### src/apfc_pkg.sv
`timescale 1ns / 1ps
// Shared constants, types and helper functions for the animation phase frame cache.
package apfc_pkg;

    // Sizing
    localparam int NUM_SLOTS  = 4;
    localparam int MAX_PASSES = 8;
    localparam int FRAC_BITS  = 8;

    localparam int SLOT_W      = $clog2(NUM_SLOTS);
    localparam int PASS_W      = $clog2(MAX_PASSES + 1);
    localparam int FRAME_W     = 7;
    localparam int PHASE_W     = FRAME_W + FRAC_BITS;
    localparam int SPEED_W     = 8;
    localparam int RATE_W      = 4;
    localparam int ADDR_W      = 32;
    localparam int SIZE_W      = 24;
    localparam int OUT_SLOT_W  = 2;
    localparam int OUT_PHASE_W = 15;

    // (speed << FRAC_BITS) / 60 as speed * RECIP >> DIV_K; the error stays below 1/60
    localparam int TICK_RATE = 60;
    localparam int DIV_K     = 14;
    localparam int RECIP_W   = FRAC_BITS + 9;
    localparam logic [RECIP_W-1:0] RECIP =
        RECIP_W'((1 << (FRAC_BITS + DIV_K)) / TICK_RATE + 1);
    localparam int DBASE_W   = FRAC_BITS + 3;
    localparam int DELTA_W   = DBASE_W + RATE_W;
    localparam int PROD_W    = SPEED_W + RECIP_W;

    // signed working phase: room for the swing of repeated reflections
    localparam int ACC_W = FRAC_BITS + 12 + $clog2(MAX_PASSES);

    // APB
    localparam int PADDR_W = 5;
    localparam int PDATA_W = 32;

    typedef enum logic [2:0] {
        REG_ENABLE,
        REG_FRAME_COUNT,
        REG_SPEED,
        REG_LOOP,
        REG_PINGPONG,
        REG_DATA_BASE,
        REG_FRAME_SIZE
    } t_reg_idx;

    typedef struct packed {
        logic                enable;
        logic [FRAME_W-1:0]  frame_count;
        logic [SPEED_W-1:0]  speed;
        logic                loop_en;
        logic                pp_en;
        logic [ADDR_W-1:0]   data_base;
        logic [SIZE_W-1:0]   frame_size;
    } t_cfg;

    typedef enum logic [3:0] {
        S_IDLE,
        S_BASE,
        S_SCALE,
        S_PASS,
        S_FINISH,
        S_LOOKUP,
        S_LOAD_CUR,
        S_LOAD_NXT,
        S_STATUS,
        S_DIS
    } t_state;

    typedef struct packed {
        logic accept;
        logic calc_base;
        logic scale;
        logic step;
        logic finish;
        logic lookup;
        logic load_cur;
        logic load_nxt;
        logic emit_status;
        logic emit_dis;
    } t_dp_cmd;

    typedef struct packed {
        logic skip;
        logic pass_last;
        logic cur_load;
        logic nxt_load;
        logic out_free;
    } t_dp_stat;

    typedef struct packed {
        logic              found;
        logic [SLOT_W-1:0] slot;
    } t_pick;

    // highest slot not taken by the other frame or by either held slot
    function automatic t_pick pick_slot(
        input logic              other_v,
        input logic [SLOT_W-1:0] other,
        input logic              hc_v,
        input logic [SLOT_W-1:0] hc,
        input logic              hn_v,
        input logic [SLOT_W-1:0] hn
    );
        t_pick p;
        logic  ex;
        p = '0;
        for (int s = 0; s < NUM_SLOTS; s++) begin
            ex = (other_v && other == SLOT_W'(s)) || (hc_v && hc == SLOT_W'(s)) ||
                 (hn_v && hn == SLOT_W'(s));
            if (!ex) begin
                p.found = 1'b1;
                p.slot  = SLOT_W'(s);
            end
        end
        return p;
    endfunction

    function automatic logic [OUT_SLOT_W-1:0] slot_out(
        input logic              v,
        input logic [SLOT_W-1:0] s
    );
        logic [SLOT_W+OUT_SLOT_W-1:0] w;
        w = {{OUT_SLOT_W{1'b0}}, s};
        return v ? w[OUT_SLOT_W-1:0] : '0;
    endfunction

    function automatic logic [OUT_PHASE_W-1:0] phase_out(input logic [PHASE_W-1:0] p);
        logic [PHASE_W+OUT_PHASE_W-1:0] w;
        w = {{OUT_PHASE_W{1'b0}}, p};
        return w[OUT_PHASE_W-1:0];
    endfunction

    function automatic logic [FRAME_W-1:0] eff_count(input logic [FRAME_W-1:0] fc);
        return (fc == '0) ? FRAME_W'(1) : fc;
    endfunction

endpackage

### src/apfc_cfg_regs.sv
`timescale 1ns / 1ps
// APB configuration register file.
module apfc_cfg_regs (
    input  logic                         i_clk,
    input  logic                         i_rst_n,
    input  logic                         psel,
    input  logic                         penable,
    input  logic                         pwrite,
    input  logic [apfc_pkg::PADDR_W-1:0] paddr,
    input  logic [apfc_pkg::PDATA_W-1:0] pwdata,
    output logic [apfc_pkg::PDATA_W-1:0] prdata,
    output logic                         pready,
    output apfc_pkg::t_cfg               o_cfg
);

    apfc_pkg::t_cfg   r_cfg;
    apfc_pkg::t_reg_idx w_idx;
    logic             w_wr;

    assign pready = 1'b1;
    assign w_idx  = apfc_pkg::t_reg_idx'(paddr[apfc_pkg::PADDR_W-1:2]);
    assign w_wr   = psel && penable && pwrite;
    assign o_cfg  = r_cfg;

    always_ff @(posedge i_clk) begin
        if (!i_rst_n) begin
            r_cfg <= '{enable:      1'b0,
                       frame_count: apfc_pkg::FRAME_W'(1),
                       speed:       '0,
                       loop_en:     1'b0,
                       pp_en:       1'b0,
                       data_base:   '0,
                       frame_size:  '0};
        end else if (w_wr) begin
            case (w_idx)
                apfc_pkg::REG_ENABLE:      r_cfg.enable      <= pwdata[0];
                apfc_pkg::REG_FRAME_COUNT: r_cfg.frame_count <= pwdata[apfc_pkg::FRAME_W-1:0];
                apfc_pkg::REG_SPEED:       r_cfg.speed       <= pwdata[apfc_pkg::SPEED_W-1:0];
                apfc_pkg::REG_LOOP:        r_cfg.loop_en     <= pwdata[0];
                apfc_pkg::REG_PINGPONG:    r_cfg.pp_en       <= pwdata[0];
                apfc_pkg::REG_DATA_BASE:   r_cfg.data_base   <= pwdata[apfc_pkg::ADDR_W-1:0];
                apfc_pkg::REG_FRAME_SIZE:  r_cfg.frame_size  <= pwdata[apfc_pkg::SIZE_W-1:0];
                default: ;
            endcase
        end
    end

    always_comb begin
        prdata = '0;
        case (w_idx)
            apfc_pkg::REG_ENABLE:      prdata = apfc_pkg::PDATA_W'(r_cfg.enable);
            apfc_pkg::REG_FRAME_COUNT: prdata = apfc_pkg::PDATA_W'(r_cfg.frame_count);
            apfc_pkg::REG_SPEED:       prdata = apfc_pkg::PDATA_W'(r_cfg.speed);
            apfc_pkg::REG_LOOP:        prdata = apfc_pkg::PDATA_W'(r_cfg.loop_en);
            apfc_pkg::REG_PINGPONG:    prdata = apfc_pkg::PDATA_W'(r_cfg.pp_en);
            apfc_pkg::REG_DATA_BASE:   prdata = apfc_pkg::PDATA_W'(r_cfg.data_base);
            apfc_pkg::REG_FRAME_SIZE:  prdata = apfc_pkg::PDATA_W'(r_cfg.frame_size);
            default:                   prdata = '0;
        endcase
    end

endmodule

### src/apfc_ctrl.sv
`timescale 1ns / 1ps
// Tick sequencer: walks one tick through advance passes, cache lookup and result beats.
module apfc_ctrl (
    input  logic               i_clk,
    input  logic               i_rst_n,
    input  logic               i_in_valid,
    output logic               o_in_ready,
    input  logic               i_enable,
    input  apfc_pkg::t_dp_stat i_stat,
    output apfc_pkg::t_dp_cmd  o_cmd
);

    apfc_pkg::t_state r_state, n_state;

    always_ff @(posedge i_clk) begin
        if (!i_rst_n) begin
            r_state <= apfc_pkg::S_IDLE;
        end else begin
            r_state <= n_state;
        end
    end

    assign o_in_ready = (r_state == apfc_pkg::S_IDLE);

    always_comb begin
        n_state = r_state;
        o_cmd   = '0;
        case (r_state)
            apfc_pkg::S_IDLE: begin
                if (i_in_valid) begin
                    o_cmd.accept = 1'b1;
                    n_state = i_enable ? apfc_pkg::S_BASE : apfc_pkg::S_DIS;
                end
            end
            apfc_pkg::S_BASE: begin
                if (i_stat.skip) begin
                    n_state = apfc_pkg::S_LOOKUP;
                end else begin
                    o_cmd.calc_base = 1'b1;
                    n_state = apfc_pkg::S_SCALE;
                end
            end
            apfc_pkg::S_SCALE: begin
                o_cmd.scale = 1'b1;
                n_state = apfc_pkg::S_PASS;
            end
            apfc_pkg::S_PASS: begin
                o_cmd.step = 1'b1;
                if (i_stat.pass_last) n_state = apfc_pkg::S_FINISH;
            end
            apfc_pkg::S_FINISH: begin
                o_cmd.finish = 1'b1;
                n_state = apfc_pkg::S_LOOKUP;
            end
            apfc_pkg::S_LOOKUP: begin
                o_cmd.lookup = 1'b1;
                n_state = apfc_pkg::S_LOAD_CUR;
            end
            apfc_pkg::S_LOAD_CUR: begin
                if (!i_stat.cur_load) begin
                    n_state = apfc_pkg::S_LOAD_NXT;
                end else if (i_stat.out_free) begin
                    o_cmd.load_cur = 1'b1;
                    n_state = apfc_pkg::S_LOAD_NXT;
                end
            end
            apfc_pkg::S_LOAD_NXT: begin
                if (!i_stat.nxt_load) begin
                    n_state = apfc_pkg::S_STATUS;
                end else if (i_stat.out_free) begin
                    o_cmd.load_nxt = 1'b1;
                    n_state = apfc_pkg::S_STATUS;
                end
            end
            apfc_pkg::S_STATUS: begin
                if (i_stat.out_free) begin
                    o_cmd.emit_status = 1'b1;
                    n_state = apfc_pkg::S_IDLE;
                end
            end
            apfc_pkg::S_DIS: begin
                if (i_stat.out_free) begin
                    o_cmd.emit_dis = 1'b1;
                    n_state = apfc_pkg::S_IDLE;
                end
            end
            default: n_state = apfc_pkg::S_IDLE;
        endcase
    end

    a_one_beat: assert property (@(posedge i_clk) disable iff (!i_rst_n)
        $onehot0({o_cmd.load_cur, o_cmd.load_nxt, o_cmd.emit_status, o_cmd.emit_dis}))
        else $error("more than one result beat launched in a cycle");

    a_beat_slot_free: assert property (@(posedge i_clk) disable iff (!i_rst_n)
        (o_cmd.load_cur || o_cmd.load_nxt || o_cmd.emit_status || o_cmd.emit_dis)
        |-> i_stat.out_free)
        else $error("result beat launched over an untaken beat");

    a_one_tick: assert property (@(posedge i_clk) disable iff (!i_rst_n)
        o_cmd.accept |=> !o_in_ready)
        else $error("new tick taken while one is in progress");

endmodule

### src/apfc_datapath.sv
`timescale 1ns / 1ps
// Phase accumulator, advance pass unit, frame cache tags and output beat register.
module apfc_datapath (
    input  logic                             i_clk,
    input  logic                             i_rst_n,
    input  apfc_pkg::t_cfg                   i_cfg,
    input  apfc_pkg::t_dp_cmd                i_cmd,
    output apfc_pkg::t_dp_stat               o_stat,
    input  logic [apfc_pkg::RATE_W-1:0]      i_update_rate,
    input  logic                             i_skip_advance,
    output logic                             o_out_valid,
    input  logic                             i_out_ready,
    output logic                             o_kind,
    output logic [apfc_pkg::OUT_SLOT_W-1:0]  o_slot,
    output logic [apfc_pkg::FRAME_W-1:0]     o_frame_index,
    output logic [apfc_pkg::ADDR_W-1:0]      o_source_address,
    output logic [apfc_pkg::OUT_PHASE_W-1:0] o_phase_now,
    output logic [apfc_pkg::OUT_SLOT_W-1:0]  o_current_slot,
    output logic [apfc_pkg::OUT_SLOT_W-1:0]  o_following_slot,
    output logic                             o_reversed,
    output logic                             o_overrun,
    output logic                             o_last
);

    localparam int ACC_W   = apfc_pkg::ACC_W;
    localparam int PHASE_W = apfc_pkg::PHASE_W;
    localparam int FRAME_W = apfc_pkg::FRAME_W;
    localparam int SLOT_W  = apfc_pkg::SLOT_W;
    localparam int NSL     = apfc_pkg::NUM_SLOTS;

    // architectural state
    logic [PHASE_W-1:0]  r_phase;
    logic                r_dir;
    logic [FRAME_W-1:0]  r_cache_id [NSL];
    logic [NSL-1:0]      r_cache_vld;
    logic [SLOT_W-1:0]   r_held_cur, r_held_nxt;
    logic                r_held_cur_v, r_held_nxt_v;

    // per-tick working registers
    logic [apfc_pkg::RATE_W-1:0]  r_rate;
    logic                         r_skip;
    logic [apfc_pkg::DBASE_W-1:0] r_dbase;
    logic [apfc_pkg::DELTA_W-1:0] r_delta;
    logic [PHASE_W-1:0]           r_limit;
    logic signed [ACC_W-1:0]      r_acc;
    logic [apfc_pkg::PASS_W-1:0]  r_passes;
    logic                         r_ovr;
    logic [FRAME_W-1:0]           r_frame, r_next;
    logic [SLOT_W-1:0]            r_cur, r_nxt;
    logic                         r_cur_v, r_nxt_v;

    // output beat register
    logic                             r_o_valid;
    logic                             r_o_kind;
    logic [apfc_pkg::OUT_SLOT_W-1:0]  r_o_slot;
    logic [FRAME_W-1:0]               r_o_frame;
    logic [apfc_pkg::ADDR_W-1:0]      r_o_addr;
    logic [apfc_pkg::OUT_PHASE_W-1:0] r_o_phase;
    logic [apfc_pkg::OUT_SLOT_W-1:0]  r_o_cur, r_o_fol;
    logic                             r_o_rev, r_o_ovr, r_o_last;

    // combinational
    logic [FRAME_W-1:0]           fc_eff;
    logic [PHASE_W-1:0]           n_limit;
    logic [apfc_pkg::PROD_W-1:0]  base_prod;
    logic signed [ACC_W-1:0]      lim_s, delta_s, sum_f, sum_r, n_acc;
    logic                         n_dir, n_oor, acc_oor;
    logic [FRAME_W-1:0]           ph_frame;
    logic [FRAME_W:0]             nx_wide;
    logic [FRAME_W-1:0]           lk_next;
    logic [SLOT_W-1:0]            lk_cur, lk_nxt;
    logic                         lk_cur_v, lk_nxt_v;
    apfc_pkg::t_pick              pick_c, pick_n;
    logic                         out_free, e_go;
    logic [FRAME_W-1:0]           e_frame;
    logic [apfc_pkg::ADDR_W-1:0]  e_addr;

    assign fc_eff    = apfc_pkg::eff_count(i_cfg.frame_count);
    assign n_limit   = i_cfg.loop_en ?
                       {fc_eff, {apfc_pkg::FRAC_BITS{1'b0}}} - PHASE_W'(1) :
                       {fc_eff - FRAME_W'(1), {apfc_pkg::FRAC_BITS{1'b0}}};
    assign base_prod = apfc_pkg::PROD_W'(i_cfg.speed) * apfc_pkg::PROD_W'(apfc_pkg::RECIP);

    // one advance pass
    assign lim_s   = $signed({{(ACC_W-PHASE_W){1'b0}}, r_limit});
    assign delta_s = $signed({{(ACC_W-apfc_pkg::DELTA_W){1'b0}}, r_delta});
    assign sum_f   = r_acc + delta_s;
    assign sum_r   = r_acc - delta_s;

    always_comb begin
        n_dir = r_dir;
        if (r_dir) begin
            n_acc = sum_r;
            if (sum_r < 0) begin
                if (i_cfg.loop_en && i_cfg.pp_en) begin
                    n_acc = -sum_r;
                    n_dir = 1'b0;
                end else if (i_cfg.loop_en) begin
                    n_acc = sum_r + lim_s;
                end else begin
                    n_acc = '0;
                end
            end
        end else begin
            n_acc = sum_f;
            if (sum_f > lim_s) begin
                if (i_cfg.pp_en) begin
                    n_acc = lim_s + lim_s - sum_f;
                    n_dir = 1'b1;
                end else if (i_cfg.loop_en) begin
                    n_acc = sum_f - lim_s;
                end else begin
                    n_acc = lim_s;
                end
            end
        end
    end

    assign n_oor   = (n_acc < 0) || (n_acc > lim_s);
    assign acc_oor = (r_acc < 0) || (r_acc > lim_s);

    // cache lookup of the frame under the phase and the one after it
    assign ph_frame = r_phase[PHASE_W-1:apfc_pkg::FRAC_BITS];
    assign nx_wide  = {1'b0, ph_frame} + (FRAME_W+1)'(1);
    assign lk_next  = (nx_wide >= {1'b0, fc_eff}) ? '0 : nx_wide[FRAME_W-1:0];

    always_comb begin
        lk_cur   = '0;
        lk_nxt   = '0;
        lk_cur_v = 1'b0;
        lk_nxt_v = 1'b0;
        for (int s = NSL - 1; s >= 0; s--) begin
            if (r_cache_vld[s] && r_cache_id[s] == ph_frame) begin
                lk_cur   = SLOT_W'(s);
                lk_cur_v = 1'b1;
            end
            if (r_cache_vld[s] && r_cache_id[s] == lk_next) begin
                lk_nxt   = SLOT_W'(s);
                lk_nxt_v = 1'b1;
            end
        end
    end

    assign pick_c = apfc_pkg::pick_slot(r_nxt_v, r_nxt, r_held_cur_v, r_held_cur,
                                        r_held_nxt_v, r_held_nxt);
    assign pick_n = apfc_pkg::pick_slot(r_cur_v, r_cur, r_held_cur_v, r_held_cur,
                                        r_held_nxt_v, r_held_nxt);

    assign out_free = !r_o_valid || i_out_ready;

    assign o_stat.skip      = r_skip;
    assign o_stat.pass_last = !n_oor ||
                              (r_passes == apfc_pkg::PASS_W'(apfc_pkg::MAX_PASSES - 1));
    assign o_stat.cur_load  = !r_cur_v && pick_c.found;
    assign o_stat.nxt_load  = !r_nxt_v && pick_n.found;
    assign o_stat.out_free  = out_free;

    // result beat contents
    assign e_go = i_cmd.load_cur || i_cmd.load_nxt || i_cmd.emit_status || i_cmd.emit_dis;

    always_comb begin
        e_frame = r_frame;
        if (i_cmd.load_nxt) e_frame = r_next;
        else if (i_cmd.emit_dis) e_frame = ph_frame;
    end

    // address wraps at 32 bits
    assign e_addr = i_cfg.data_base +
                    apfc_pkg::ADDR_W'(e_frame) * apfc_pkg::ADDR_W'(i_cfg.frame_size);

    // tick working registers
    always_ff @(posedge i_clk) begin
        if (i_cmd.accept) begin
            r_rate <= i_update_rate;
            r_skip <= i_skip_advance;
        end
        if (i_cmd.calc_base) begin
            r_dbase <= base_prod[apfc_pkg::DIV_K +: apfc_pkg::DBASE_W];
            r_limit <= n_limit;
        end
        if (i_cmd.scale) begin
            r_delta  <= apfc_pkg::DELTA_W'(r_dbase) * apfc_pkg::DELTA_W'(r_rate);
            r_acc    <= $signed({{(ACC_W-PHASE_W){1'b0}}, r_phase});
            r_passes <= '0;
        end
        if (i_cmd.step) begin
            r_acc    <= n_acc;
            r_passes <= r_passes + apfc_pkg::PASS_W'(1);
        end
        if (i_cmd.lookup) begin
            r_frame <= ph_frame;
            r_next  <= lk_next;
            r_cur   <= lk_cur;
            r_nxt   <= lk_nxt;
            r_cur_v <= lk_cur_v;
            r_nxt_v <= lk_nxt_v;
        end
        if (i_cmd.load_cur) begin
            r_cur   <= pick_c.slot;
            r_cur_v <= 1'b1;
        end
        if (i_cmd.load_nxt) begin
            r_nxt   <= pick_n.slot;
            r_nxt_v <= 1'b1;
        end
        if (i_cmd.load_cur) r_cache_id[pick_c.slot] <= r_frame;
        if (i_cmd.load_nxt) r_cache_id[pick_n.slot] <= r_next;
    end

    // architectural state
    always_ff @(posedge i_clk) begin
        if (!i_rst_n) begin
            r_phase      <= '0;
            r_dir        <= 1'b0;
            r_cache_vld  <= '0;
            r_held_cur_v <= 1'b0;
            r_held_nxt_v <= 1'b0;
            r_held_cur   <= '0;
            r_held_nxt   <= '0;
            r_ovr        <= 1'b0;
        end else begin
            if (i_cmd.accept) r_ovr <= 1'b0;
            if (i_cmd.step) r_dir <= n_dir;
            if (i_cmd.finish) begin
                // pass cap hit: pull the phase back into range
                if (r_acc < 0) begin
                    r_phase <= '0;
                    r_ovr   <= 1'b1;
                end else if (r_acc > lim_s) begin
                    r_phase <= r_limit;
                    r_ovr   <= 1'b1;
                end else begin
                    r_phase <= r_acc[PHASE_W-1:0];
                end
            end
            if (i_cmd.load_cur) r_cache_vld[pick_c.slot] <= 1'b1;
            if (i_cmd.load_nxt) r_cache_vld[pick_n.slot] <= 1'b1;
            if (i_cmd.emit_status) begin
                r_held_cur   <= r_cur;
                r_held_cur_v <= r_cur_v;
                r_held_nxt   <= r_nxt;
                r_held_nxt_v <= r_nxt_v;
            end
        end
    end

    // output beat register
    always_ff @(posedge i_clk) begin
        if (!i_rst_n) begin
            r_o_valid <= 1'b0;
        end else if (e_go) begin
            r_o_valid <= 1'b1;
        end else if (i_out_ready) begin
            r_o_valid <= 1'b0;
        end
    end

    always_ff @(posedge i_clk) begin
        if (e_go) begin
            r_o_frame <= e_frame;
            r_o_addr  <= e_addr;
            if (i_cmd.load_cur || i_cmd.load_nxt) begin
                r_o_kind  <= 1'b0;
                r_o_slot  <= apfc_pkg::slot_out(1'b1,
                                 i_cmd.load_cur ? pick_c.slot : pick_n.slot);
                r_o_phase <= '0;
                r_o_cur   <= '0;
                r_o_fol   <= '0;
                r_o_rev   <= 1'b0;
                r_o_ovr   <= 1'b0;
                r_o_last  <= 1'b0;
            end else if (i_cmd.emit_status) begin
                r_o_kind  <= 1'b1;
                r_o_slot  <= '0;
                r_o_phase <= apfc_pkg::phase_out(r_phase);
                r_o_cur   <= apfc_pkg::slot_out(r_cur_v, r_cur);
                r_o_fol   <= apfc_pkg::slot_out(r_nxt_v, r_nxt);
                r_o_rev   <= r_dir;
                r_o_ovr   <= r_ovr;
                r_o_last  <= 1'b1;
            end else begin
                r_o_kind  <= 1'b1;
                r_o_slot  <= '0;
                r_o_phase <= apfc_pkg::phase_out(r_phase);
                r_o_cur   <= apfc_pkg::slot_out(r_held_cur_v, r_held_cur);
                r_o_fol   <= apfc_pkg::slot_out(r_held_nxt_v, r_held_nxt);
                r_o_rev   <= r_dir;
                r_o_ovr   <= 1'b0;
                r_o_last  <= 1'b1;
            end
        end
    end

    assign o_out_valid      = r_o_valid;
    assign o_kind           = r_o_kind;
    assign o_slot           = r_o_slot;
    assign o_frame_index    = r_o_frame;
    assign o_source_address = r_o_addr;
    assign o_phase_now      = r_o_phase;
    assign o_current_slot   = r_o_cur;
    assign o_following_slot = r_o_fol;
    assign o_reversed       = r_o_rev;
    assign o_overrun        = r_o_ovr;
    assign o_last           = r_o_last;

    a_phase_in_range: assert property (@(posedge i_clk) disable iff (!i_rst_n)
        i_cmd.finish |=> (r_phase <= r_limit))
        else $error("phase left beyond the end after the advance passes");

    a_cur_tagged: assert property (@(posedge i_clk) disable iff (!i_rst_n)
        i_cmd.load_cur |=> (r_cur_v && r_cache_vld[r_cur] && r_cache_id[r_cur] == r_frame))
        else $error("current frame load did not tag its slot");

    a_nxt_apart: assert property (@(posedge i_clk) disable iff (!i_rst_n)
        i_cmd.load_nxt |-> !(r_cur_v && pick_n.slot == r_cur))
        else $error("following frame load evicts the current frame");

    a_acc_done: assert property (@(posedge i_clk) disable iff (!i_rst_n)
        i_cmd.finish && acc_oor |-> (r_passes == apfc_pkg::PASS_W'(apfc_pkg::MAX_PASSES)))
        else $error("phase out of range before the pass cap");

endmodule

### src/animation_phase_frame_cache_unit.sv
`timescale 1ns / 1ps
// Top level of the animation phase frame cache.
//
// Input channel (i_in_valid / o_in_ready) takes one tick beat per video frame:
// i_update_rate and i_skip_advance. Output channel (o_out_valid / i_out_ready)
// returns up to two upload request beats (kind 0), one per frame loaded into
// the frame cache, then one status beat (kind 1, last 1) that ends the tick.
// Configuration is written through the APB port, one register every 4 bytes;
// the user must write it only while no tick is in progress; nothing enforces it.
//
// A tick walks the sequencer through base, scale, the advance passes (one
// advance pass per cycle, at most eight of them), finish, lookup, the frame
// loads that are needed and the status beat. A skipped tick goes from base
// straight to lookup; a tick while disabled goes straight to its status beat.
// The output register lets the next tick be taken while the status beat of
// the last one waits; a stalled receiver holds the sequencer at its next
// result beat.
// Reset clears the phase, sets forward playback, empties all cache slots and
// loads the register reset values; no tick is in flight afterwards.
module animation_phase_frame_cache_unit (
    input  logic                             i_clk,
    input  logic                             i_rst_n,
    input  logic                             psel,
    input  logic                             penable,
    input  logic                             pwrite,
    input  logic [apfc_pkg::PADDR_W-1:0]     paddr,
    input  logic [apfc_pkg::PDATA_W-1:0]     pwdata,
    output logic [apfc_pkg::PDATA_W-1:0]     prdata,
    output logic                             pready,
    input  logic                             i_in_valid,
    output logic                             o_in_ready,
    input  logic [apfc_pkg::RATE_W-1:0]      i_update_rate,
    input  logic                             i_skip_advance,
    output logic                             o_out_valid,
    input  logic                             i_out_ready,
    output logic                             o_kind,
    output logic [apfc_pkg::OUT_SLOT_W-1:0]  o_slot,
    output logic [apfc_pkg::FRAME_W-1:0]     o_frame_index,
    output logic [apfc_pkg::ADDR_W-1:0]      o_source_address,
    output logic [apfc_pkg::OUT_PHASE_W-1:0] o_phase_now,
    output logic [apfc_pkg::OUT_SLOT_W-1:0]  o_current_slot,
    output logic [apfc_pkg::OUT_SLOT_W-1:0]  o_following_slot,
    output logic                             o_reversed,
    output logic                             o_overrun,
    output logic                             o_last
);

    apfc_pkg::t_cfg     cfg;
    apfc_pkg::t_dp_cmd  cmd;
    apfc_pkg::t_dp_stat stat;

    apfc_cfg_regs u_cfg (
        .i_clk   (i_clk),
        .i_rst_n (i_rst_n),
        .psel    (psel),
        .penable (penable),
        .pwrite  (pwrite),
        .paddr   (paddr),
        .pwdata  (pwdata),
        .prdata  (prdata),
        .pready  (pready),
        .o_cfg   (cfg)
    );

    apfc_ctrl u_ctrl (
        .i_clk      (i_clk),
        .i_rst_n    (i_rst_n),
        .i_in_valid (i_in_valid),
        .o_in_ready (o_in_ready),
        .i_enable   (cfg.enable),
        .i_stat     (stat),
        .o_cmd      (cmd)
    );

    apfc_datapath u_dp (
        .i_clk            (i_clk),
        .i_rst_n          (i_rst_n),
        .i_cfg            (cfg),
        .i_cmd            (cmd),
        .o_stat           (stat),
        .i_update_rate    (i_update_rate),
        .i_skip_advance   (i_skip_advance),
        .o_out_valid      (o_out_valid),
        .i_out_ready      (i_out_ready),
        .o_kind           (o_kind),
        .o_slot           (o_slot),
        .o_frame_index    (o_frame_index),
        .o_source_address (o_source_address),
        .o_phase_now      (o_phase_now),
        .o_current_slot   (o_current_slot),
        .o_following_slot (o_following_slot),
        .o_reversed       (o_reversed),
        .o_overrun        (o_overrun),
        .o_last           (o_last)
    );

endmodule
### config.mk
export PLATFORM = sky130hd
export DESIGN_NAME = animation_phase_frame_cache_unit
export DESIGN_NICKNAME = d
export VERILOG_FILES = /design/src/apfc_pkg.sv /design/src/apfc_cfg_regs.sv /design/src/apfc_ctrl.sv /design/src/apfc_datapath.sv /design/src/animation_phase_frame_cache_unit.sv
export SDC_FILE = /design/constraint.sdc
export NUM_CORES = 1
export LEC_CHECK = 0
export BUFFER_PORTS_ARGS = -buffer_cell sky130_fd_sc_hd__buf_2
export CAP_MARGIN = 15
export CELL_PAD_IN_SITES_DETAIL_PLACEMENT = 1
export CELL_PAD_IN_SITES_GLOBAL_PLACEMENT = 2
export CORE_MARGIN = 8
export CORE_UTILIZATION = 29
export DETAILED_ROUTE_END_ITERATION = 8
export PLACE_DENSITY_LB_ADDON = 0.2
export SYNTH_ARGS = -nofsm -noshare
export SYNTH_HDL_FRONTEND = slang
export SYNTH_HIERARCHICAL = 1
export SYNTH_SLANG_ARGS = --single-unit
### constraint.sdc
create_clock -name i_clk -period 7.6 [get_ports i_clk]
set_input_delay 1.14 -clock i_clk [delete_from_list [all_inputs] [get_ports i_clk]]
set_output_delay 1.14 -clock i_clk [all_outputs]
set_load 0.05 [all_outputs]
# Yosys cells after proc, flatten, opt, wreduce, memory -nomap -nowiden
# Memory sizes are Yosys's and may differ from the RTL's.
# Index checks and enable logic that the tools add are counted.
[classes]
n_reduce_logical = 79
n_addsub = 12
n_lt_le_gt_ge = 11
bitwise_logic = 3
n_mux = 105
n_mul = 3
eq_ne = 41
[ops]
columns = ["op", "n"]
rows = [
  ["one-hot mux 32 bit (7 select lines)", 1],
  ["two-way mux 23 bit", 9],
  ["greater-than comparator 23 x 16 -> 1 bit", 3],
  ["< comparator 23 x 1 -> 1 bit (second input constant)", 3],
  ["equality test 7 bit", 8],
  ["two-way mux 4 bit", 13],
  ["adder 23 x 16 -> 23 bit", 2],
  ["subtractor 23 x 16 -> 23 bit", 2],
  ["two-way mux 15 bit", 3],
  ["two-way mux 1 bit", 42],
  ["two-way mux 2 bit", 20],
  ["one-hot mux 4 bit (9 select lines)", 1],
  ["two-way mux 7 bit", 5],
  ["adder 32 x 31 -> 32 bit", 1],
  ["logical AND 1 bit", 31],
  ["multiplier 7 x 24 -> 31 bit", 1],
  ["two-way mux 3 bit", 9],
  ["multiplier 8 x 16 -> 24 bit (second input constant)", 1],
  ["negator 23 bit", 1],
  ["subtractor 23 bit", 1],
  ["logical OR 1 bit", 22],
  ["equality test 4 x 3 -> 1 bit (second input constant)", 5],
  ["adder 15 x 15 -> 16 bit", 1],
  ["equality test 2 bit (second input constant)", 8],
  ["other kinds (31)", 61],
]
[totals]
register_bits = 262
memories = 1
ramBits = 28
word_cells = 295
output_inout_bits = 99
[mem_list]
columns = ["name", "words", "width", "rd", "rd_ports_with_merged_regs", "write_ports", "line", "rtl"]
rows = [
  ["u_dp.r_cache_id", 4, 7, 4, 0, 1, "apfc_datapath.sv:34", "logic [FRAME_W-1:0] r_cache_id [NSL];"],
]

# Depth between registers and ports, before layout
[depth]
ltp_word = 17
mapped_depth = 42
depth_no_buf = 40

# By module
# The synthesis kept the hierarchy.
[by_module_without_submodules]
columns = ["module", "n_inst", "cells_per_inst", "area_each_um2"]
rows = [
  ["apfc_datapath", 1, 2544, 23349.9],
  ["apfc_cfg_regs", 1, 350, 3310.7],
  ["apfc_ctrl", 1, 59, 420.4],
]

# Least setup slack after synthesis
# Ideal clock, no wire load.
[synth_timing]
path_type = "input to register"
startpoint = "in i_out_ready"
endpoint = "reg u_dp.r_o_addr (netlist bit u_dp/o_source_address[31]) (data pin)"
path_buffers = 4
path_stages = 30
required_ns = 7.341
path_slack_ns = -0.180
t_arrival_ns = 7.521
setup_time_ns = 0.259
cell_sequence = "nand2b_1 > buf_4 > inv_1 > or2_2 > nor2_1 > clkbuf_1 > clkbuf_1 > nand2_1 > o21ai_1 > clkbuf_1 > nand2_1 > fa_1 > inv_1 > fa_1 > fa_1 > fa_1 > ha_1 > a21o_1 > a21oi_1 > nor2b_1 > o21ai_0 > a21oi_1 > a211oi_1 > a21oi_1 > a21o_1 > nor4_1 > o311ai_0 > nor3_1 > a21oi_1 > xnor2_1"
[synth_rtl]
columns = ["item", "line", "rtl"]
rows = [
  ["from (decl)", "animation_phase_frame_cache_unit.sv:35", "input logic i_out_ready,"],
  ["to (signal assigned)", "apfc_datapath.sv:261", "r_o_addr <= e_addr;"],
  ["to (decl)", "apfc_datapath.sv:57", "logic [apfc_pkg::ADDR_W-1:0] r_o_addr;"],
]

==> reports/summary.txt <==
status - finished clean
cells on worst reg2reg path - 38
CTS tree - done
PwrDens - 294.5 nW/µm²
CP Class - reg -> reg
ys async rst share - 0%
drt wl/cell - 20.98 µm
core area - 92910 µm²
initial antenna violation count - 4
Cells after Synth - 2953
R2R setup slack - 0.38 ns
DIE AREA - 103400 µm²
first-iteration detailed-routing DRC count - 895
Die Wd - 321.6 µm
H-tree levels - 2
Nets - 3721
GRT overflow - 0
Slew @ Worst Pin - 1.193 ns
most frequent CP cell - o21a_1
sequential fraction of the synthesis area - 27.39%
Max-cap violations - 0
count of cell types in the netlist - 108
Peak VDD IR - 0.1618 mV
part of the cycle the worst path needs - 95.01%
Warnings, synthesis - 6
Crit path largest cell delay - 0.41 ns
drt total wl - 96.03 mm
largest net degree at the start of global routing - 60
syn_area_per_cell - 9.171 µm²
layout cell share with drive strength beyond 1 - 19.26%
ys flop type - edfxtp_1
area delta synth->final - 20.06%
GRT Total Usage - 18.33%
site row count - 112
port bufs - 144
GP Congestion - 0.8804
Root Buffer - clkbuf_16
DP HPWL - 76.57 mm
worst hold stages - 2
vias per cell - 4.969
First-pass DRT Iterations - 5
Slew Viols, Final - 0
syn nets - 3382
CP required - 8.04 ns
via count - 22740
CTS Sinks - 283
CP arrival - 7.66 ns
final setup fails - 0
P_leak - 14.27 nW
IO Pins - 148
final antenna-violating net count - 0
Non-Filler Instances - 4577
Remaining DRCs - 0
Final min period - 7.221 ns
Starting Density - 29.15%
Post-synth EDFFs - 175
clk buf depth - 3
worst skew pair latency - 0.58 ns
Worst-path clk slew - 0.06 ns
first-pass GRT wire length - 149.3 mm
vias in the first global route - 25070
Netlist Area Pre-Place - 27080 µm²
hold crit path type - reg -> reg
n_diodes - 0
Total Power - 9.575 mW
Max Freq - 0.1385 GHz
Yosys reg bits - 283
final setup skew - 0.02193 ns
CP max-delay cell - edfxtp_1
nature of the critical path endpoint - flip-flop
Worst setup SP type - flip-flop
CTS Buf Count - 39
WHS - 0.4831 ns
Die Ht - 321.6 µm
critical-path maximum fanout - 5
dpl cells - 4489
final hold viol count - 0
Slew headroom - 20.29%
==> report_power, final <==
part	internal, mW	leakage (nW)	switching, mW
Sequential	1.98	2.52	0.182
Clock	1.15	0.638	0.754
Combinational	2.22	11.1	3.30
==> cells in the mapped netlist, types with 34 or more instances <==
| master | count | area share [%] |
|---|---|---|
| a211oi_1 | 38 | 1.1 |
| edfxtp_1 | 175 | 19 |
| dfxtp_1 | 108 | 8.0 |
| fa_1 | 164 | 12 |
| nor2b_1 | 108 | 2.5 |
| nand2_1 | 321 | 4.4 |
| nor2_1 | 168 | 2.3 |
| xnor2_1 | 126 | 4.1 |
| a21o_1 | 48 | 1.3 |
| nand3_1 | 48 | 0.89 |
| o21ai_0 | 91 | 1.7 |
| mux2i_1 | 119 | 4.4 |
| clkbuf_1 | 90 | 1.2 |
| a21oi_1 | 139 | 2.6 |
| o21a_1 | 34 | 0.94 |
| mux2_2 | 44 | 1.8 |
| and2_1 | 76 | 1.8 |
| inv_1 | 305 | 4.2 |
| ha_1 | 216 | 10 |
| nor3_1 | 49 | 0.91 |
| xor2_1 | 49 | 1.6 |
==> path summary, 6_finish.rpt <==
check,start,endpoint
max,u_dp/r_acc[0],u_ctrl/r_state[0]
min,u_cfg/o_cfg[35],u_cfg/o_cfg[35]
max reg2reg,u_dp/r_acc[0],u_ctrl/r_state[0]
min reg2reg,u_cfg/o_cfg[35],u_cfg/o_cfg[35]
==> state kept, by name, indices dropped and copies added, names as in the netlist, 7 cells and up <==
| name | count |
|---|---|
| u_dp/r_limit | 8 |
| u_dp/r_dbase | 11 |
| u_dp/o_phase_now | 15 |
| u_dp/r_frame | 7 |
| u_dp/r_phase | 15 |
| u_dp/r_delta | 15 |
| u_cfg/o_cfg | 74 |
| u_dp/o_source_address | 32 |
| u_dp/r_next | 7 |
| u_dp/r_cache_id | 28 |
| u_dp/r_acc | 23 |
| u_dp/o_frame_index | 7 |
==> worst max-delay path: cells and delay by family, from the launching register on <==
family / cells / cell delay (ns)
DFF: 1 / 0.41
xor gates and xnor gates: 1 / 0.14
buffers and inverters: 3 / 0.39
adders and majority gates: 4 / 1.16
AOI/OAI and AO/OA: 23 / 3.82
muxes: 2 / 0.43
and+or+nand+nor: 5 / 0.72
==> routing by layer <==
layer | part of all wire [%] | global-route usage [%]
met5 | 0.042 | 0
met4 | 2.0 | 4.140
met3 | 3.7 | 2.888
met2 | 50 | 32.83
met1 | 45 | 23.02
==> final cells by class <==
| cell class | count | area (µm²) |
|---|---|---|
| Clock buffer | 65 | 1205 |
| Clock inverter | 7 | 98.84 |
| Fill cell | 10750 | 60400 |
| Inverter | 306 | 1150 |
| Multi-Input combinational cell | 2232 | 18140 |
| Sequential cell | 283 | 7418 |
| Tap cell | 1254 | 1569 |
| Timing Repair Buffer | 430 | 2933 |
==> layout by cell type, fill, tap and decap left out, types with 121 or more instances in the layout <==
cell,count
nand2_1,320
a21oi_1,131
xnor2_1,121
ha_1,214
inv_1,304
buf_4,282
nor2_1,163
edfxtp_1,175
fa_1,162
buf_2,143
==> stage by stage <==
stage	utilization [%]	setup WS (ns)	TNS, ns	area (µm²)
floorplan	-	0.07304	0	27090
global placement	33.27	-0.2058	-0.5616	30910
detailed placement	33.27	-0.2588	-1.528	30910
CTS	34.82	0.01034	0	32350
global route	34.99	-0.03482	-0.07635	32510
finish	34.99	0.3793	0	32510
==> cell families (layout without fill, tap and decap cells) <==
group	Yosys count	count (layout)	synth area share, %
other cells	1	1	0.01385
flops	283	283	27.39
xor+xnor	176	176	5.720
mux	164	164	6.270
buf+inv	438	808	6.551
fa+ha+maj	380	380	22.10
simple gates	923	923	16.90
compound gates	588	588	15.05
==> timing repair <==
| action | CTS | global route |
|---|---|---|
| pin swaps | 7 | 17 |
| hold buffers | 0 | 0 |
| resized for setup | 10 | 30 |
| setup endpoints to repair | 4 | 5 |
| buffers inserted | 12 | 4 |
Note: power is estimated with default switching activity, not from simulation.
